[config.mk]
export PLATFORM = sky130hd
export DESIGN_NAME = gfq_out_reg
export DESIGN_NICKNAME = d
export VERILOG_FILES = /design/src/rtl/gfq_pkg.sv /design/src/rtl/gfq_out_reg.sv
export SDC_FILE = /design/constraint.sdc
export NUM_CORES = 1
export LEC_CHECK = 0
export BUFFER_PORTS_ARGS = -buffer_cell sky130_fd_sc_hd__buf_4
export CAP_MARGIN = 30
export CELL_PAD_IN_SITES_DETAIL_PLACEMENT = 1
export CELL_PAD_IN_SITES_GLOBAL_PLACEMENT = 2
export CORE_MARGIN = 4
export CORE_UTILIZATION = 25
export CTS_CLUSTER_DIAMETER = 60
export DETAILED_ROUTE_END_ITERATION = 10
export MAX_ROUTING_LAYER = met4
export PLACE_DENSITY_LB_ADDON = 0.12
export SYNTH_ARGS = -nofsm -noshare
export SYNTH_HDL_FRONTEND = slang
export SYNTH_SLANG_ARGS = --single-unit
[constraint.sdc]
create_clock -name aclk -period 1 [get_ports aclk]
set_clock_uncertainty 0.05 [all_clocks]
set_input_delay 0 -clock aclk [delete_from_list [all_inputs] [get_ports aclk]]
set_output_delay 0 -clock aclk [all_outputs]
set_load 0.01 [all_outputs]
[src/rtl/gfq_pkg.sv]
// Shared types and codes for the grouped FIFO (team queue).
// No dependencies; used by gfq_out_reg and grouped_fifo_team_queue_top.
package gfq_pkg;

    localparam int ELEM_W   = 12;
    localparam int TEAM_W   = 8;
    localparam int REQ_W    = 2;
    localparam int STATUS_W = 2;

    localparam logic [REQ_W-1:0] REQ_ASSIGN  = 2'd0;
    localparam logic [REQ_W-1:0] REQ_ENQUEUE = 2'd1;
    localparam logic [REQ_W-1:0] REQ_DEQUEUE = 2'd2;
    localparam logic [REQ_W-1:0] REQ_CLEAR   = 2'd3;

    localparam logic [STATUS_W-1:0] STAT_OK    = 2'd0;
    localparam logic [STATUS_W-1:0] STAT_EMPTY = 2'd1;
    localparam logic [STATUS_W-1:0] STAT_FULL  = 2'd2;

    typedef struct packed {
        logic [STATUS_W-1:0] status;
        logic [ELEM_W-1:0]   element;
        logic                valid;
    } result_t;

endpackage

[src/rtl/gfq_out_reg.sv]
// Result output register for the grouped FIFO: holds one result beat until taken.
// Depends on gfq_pkg.
module gfq_out_reg (
    input  logic             aclk,
    input  logic             aresetn,
    input  logic             load,
    input  gfq_pkg::result_t result,
    output logic             can_load,
    output logic             m_tvalid,
    input  logic             m_tready,
    output logic [15:0]      m_tdata   // out_valid, out_element, status, zero pad
);

    logic             full_reg;
    logic             full_next;
    gfq_pkg::result_t data_reg;

    assign can_load  = !full_reg || m_tready;
    assign full_next = load || (full_reg && !m_tready);

    always_ff @(posedge aclk) begin
        if (!aresetn) begin
            full_reg <= 1'b0;
        end else begin
            full_reg <= full_next;
        end
        if (load) begin
            data_reg <= result;
        end
    end

    assign m_tvalid = full_reg;
    assign m_tdata  = {1'b0, data_reg.status, data_reg.element, data_reg.valid};

endmodule

Yosys cells after proc, flatten, opt, wreduce, memory -nomap -nowiden
Cells that the tools add are included.
- input bits: 19
- bits in registers: 16
- bits in writable memories: 0
- latch bits: 0
- memories kept: 0
- bits in read-only memories: 0
- logic and storage cells: 9
- reduce and logical (&&, ||, !) cells: 5
- multipliers: 0
- magnitude comparators: 0
- multiplexer cells: 0
- shift operators: 0
- bitwise gates (word level): 0
- divide/modulo/power cells: 0
- equality and inequality tests: 0
- add/sub/neg operators: 0
- operators with widths (operator ; count):
    $logic_not A1 Y1 ; 2
    $logic_or A1 B1 Y1 ; 2
    $logic_and A1 B1 Y1 ; 1

Logic depth before layout (Yosys ltp)
- word-level depth: 3
- mapped depth: 2

Worst setup path before layout
No wires, ideal clock.
- path type: register -> register
- start: reg full_reg (netlist: m_tvalid)
- end: reg full_reg (netlist: m_tvalid)
- setup slack: 0.286 ns
- arrival time: 0.598 ns
- clock period less this slack: 0.714 ns
- buffers on the path: 0
- cell stages (with the launch flop): 3
- required time: 0.884 ns
- library setup time: 0.066 ns
- cell sequence: dfxtp_1 nand2b_4 a21boi_2
- longest elaborated chain between the ends: 2
- RTL lines (item ; RTL line ; RTL):
    start: declaration ; gfq_out_reg.sv:14 ; logic full_reg;
    start signal: assignment ; gfq_out_reg.sv:25 ; full_reg <= full_next;
    $logic_and A1 B1 Y1 ; gfq_out_reg.sv:19 ; assign full_next = load || (full_reg && !m_tready);
    $logic_or A1 B1 Y1 ; gfq_out_reg.sv:19 ;
No other way between the ends.
A chain may end at the register's enable or synchronous reset.

Worst setup path after layout
- start: in m_tready
- end: out can_load
- longest elaborated chain between the ends: 1
- RTL lines (item ; RTL line ; RTL):
    start: declaration ; gfq_out_reg.sv:10 ; input logic m_tready,
    $logic_or A1 B1 Y1 ; gfq_out_reg.sv:18 ; assign can_load = !full_reg || m_tready;
    end: declaration ; gfq_out_reg.sv:8 ; output logic can_load,
No other way between the ends.

==> metrics.cfg <==
[worst_setup_path]
cp-start-kind = primary input
worstPathRequired_ns = 0.95
end_kind = output port
worstPathMaxFanout = 2
worstSetupPathType = primary input to output port
critPathArrivalTime_ns = 0.91

[floorplan]
rows = 16
core_area_sq_um = 1940
die_h_um = 53.2
initial_core_util_pct = 26.3
die-area_sq_um = 2830
die_w_um = 53.2
ios = 37

[route]
firstDrtPassIters = 4
postRouteAntennaNets = 0
routed_wl_um = 1200
post-route-drc-count = 0
via_per_inst = 3.68
wl_per_cell_um = 11.6
drtIter0Drc = 2
num_vias = 379

[job]
maxCapViolCount = 0

[pwr]
cellLeakagePower_nw = 0.430
ir_drop_uv = 750
powerDensity_nw_per_um2 = 1390

[synth]
syn_nets = 40
synth.most_common_cell = edfxtp_1
yosys.cell_types.count = 7
yosysSeqAreaShare_pct = 92.2
synth_area_sq_um = 510
synth-seq-cells = 16
yosys_warnings = 0
syn_area_per_cell_sq_um = 24.3
synthFlopType = edfxtp_1
synth-edff-count = 15
synth_area_leaders = edfxtp_1 (88%), dfxtp_1 (3.9%), nand2b_4 (2.7%), a21boi_2 (2.2%), buf_4 (1.5%)
synth_top_area_share_pct = 88.2
synth_largest_area_cell = edfxtp_1
async_flop_share_pct = 0
synthCells = 21

[global_route]
grt_util_all_layers_pct = 10.0
grt_pass1_wl_um = 1860
overflow = 0
antenna_found_initial = 0
grt_pass1_vias = 420
grt_max_degree = 17

[sta]
final-setup-viol-count = 0
min_period_ns = 0.958
drv_slew = 0
rsz0062_at_grt = false
tns_ns = 0
fin_crit_sh_pct = 95.8
max_freq_mhz = 1040
final_hold_viol_count = 0

[layout]
n_antenna_cell = 0
postLayoutCellArea_sq_um = 1000
area_growth_pct = 95.8
fin_nets = 96
drive_gt1_share_pct = 52.6

[clock_network]
cts_tree = built
h-tree-depth = 1
clock_sinks = 16
clock_latency_ns = 0.28
cts.clk_slew.worst_paths_ns = 0.09
numCtsBuffers = 3
clock_path_buffers = 2
post_cts_buffers = 0
cts_root_buffer = clkbuf_4

[placement]
place.gp.congestion = 0.625
dpl-instance-area_sq_um = 800
io_buffers = 35

[hold_path]
hold_path_class = primary input to flip-flop

[run_status]
status = finished clean

## per-stage QoR
stage | cells | util, % | worst slack [ns] | hold slack [ns] | power [mW]
3_5_place_dp | 82 | 41.2 | 0.347 | 0.130 | 1.00
4_1_cts | 103 | 51.3 | 0.0226 | 0.0177 | 1.41
5_1_grt | 103 | 51.5 | 0.0146 | 0.0165 | 1.46
6_report | 103 | 51.5 | 0.0418 | 0.0275 | 1.39
2_1_floorplan | 21 | - | 0.286 | 0.0489 | 0.862
3_3_place_gp | 82 | 41.2 | 0.359 | 0.128 | 0.998
## report_power, final
part | internal (mW) | switching [mW]
registers | 0.788 | 0.0153
clock network | 0.155 | 0.195
logic | 0.154 | 0.0811
## final timing paths
path	slack [ns]	to	from	cells after the start
hold reg to reg	0.46	m_tvalid$_SDFF_PN0_	m_tvalid$_SDFF_PN0_	2
hold / removal	0.03	m_tvalid$_SDFF_PN0_	load	3
setup reg to reg	0.33	m_tvalid$_SDFF_PN0_	m_tvalid$_SDFF_PN0_	2
setup / recovery	0.04	can_load	m_tready	4
## sequential cells by signal, indices dropped and copies added (netlist names)
name and flops:
m_tdata 15, m_tvalid 1
## critical path, stage by stage
cell and delay, ns:
dlygate4sd3_1 0.53, buf_4 0.13, nand2b_4 0.14, buf_6 0.12
## cell usage in the layout (no fill, tap or decap)
master | netlist | layout
clkbuf_1 | 0 | 1
clkbuf_4 | 0 | 3
inv_1 | 1 | 1
buf_6 | 0 | 1
nand2b_4 | 1 | 1
edfxtp_1 | 15 | 15
dlygate4sd3_1 | 0 | 17
dfxtp_1 | 1 | 1
conb_1 | 1 | 1
a21boi_2 | 1 | 1
buf_4 | 1 | 34
## kinds of logic after synthesis
| family | after synthesis | share of synthesized area [%] |
|---|---|---|
| compound gates | 1 | 2.21 |
| buf+inv | 2 | 2.21 |
| flops | 16 | 92.2 |
| other cells | 1 | 0.735 |
| simple gates | 1 | 2.70 |
## per-layer routing
layer | track usage [%] | vias up | part of all wire (%) | wire (um)
met1 | 8.66 | 172 | 34 | 402
met2 | 18.6 | 22 | 58 | 688
met4 | 5.11 | 0 | 0 | 0
met3 | 3.66 | 0 | 8.7 | 104
met5 | - | - | 0 | 0
li1 | - | 185 | - | -
## timing repair
action                                  in CTS  in global routing
hold buffers                                17                  0
endpoints found under the hold margin       16                  0
endpoints found under the setup margin       0                  1
resized for setup                            0                  1
## cell type report
| cell class | count | area (sq um) |
|---|---|---|
| fill | 201 | 942 |
| sequential | 16 | 470 |
| timing repair buffer | 52 | 437 |
| tap | 27 | 33.8 |
| multi-input combinational | 3 | 28.8 |
| clock buffer | 4 | 26.3 |
| inverter | 1 | 3.75 |
(Power assumes the default switching activity.)
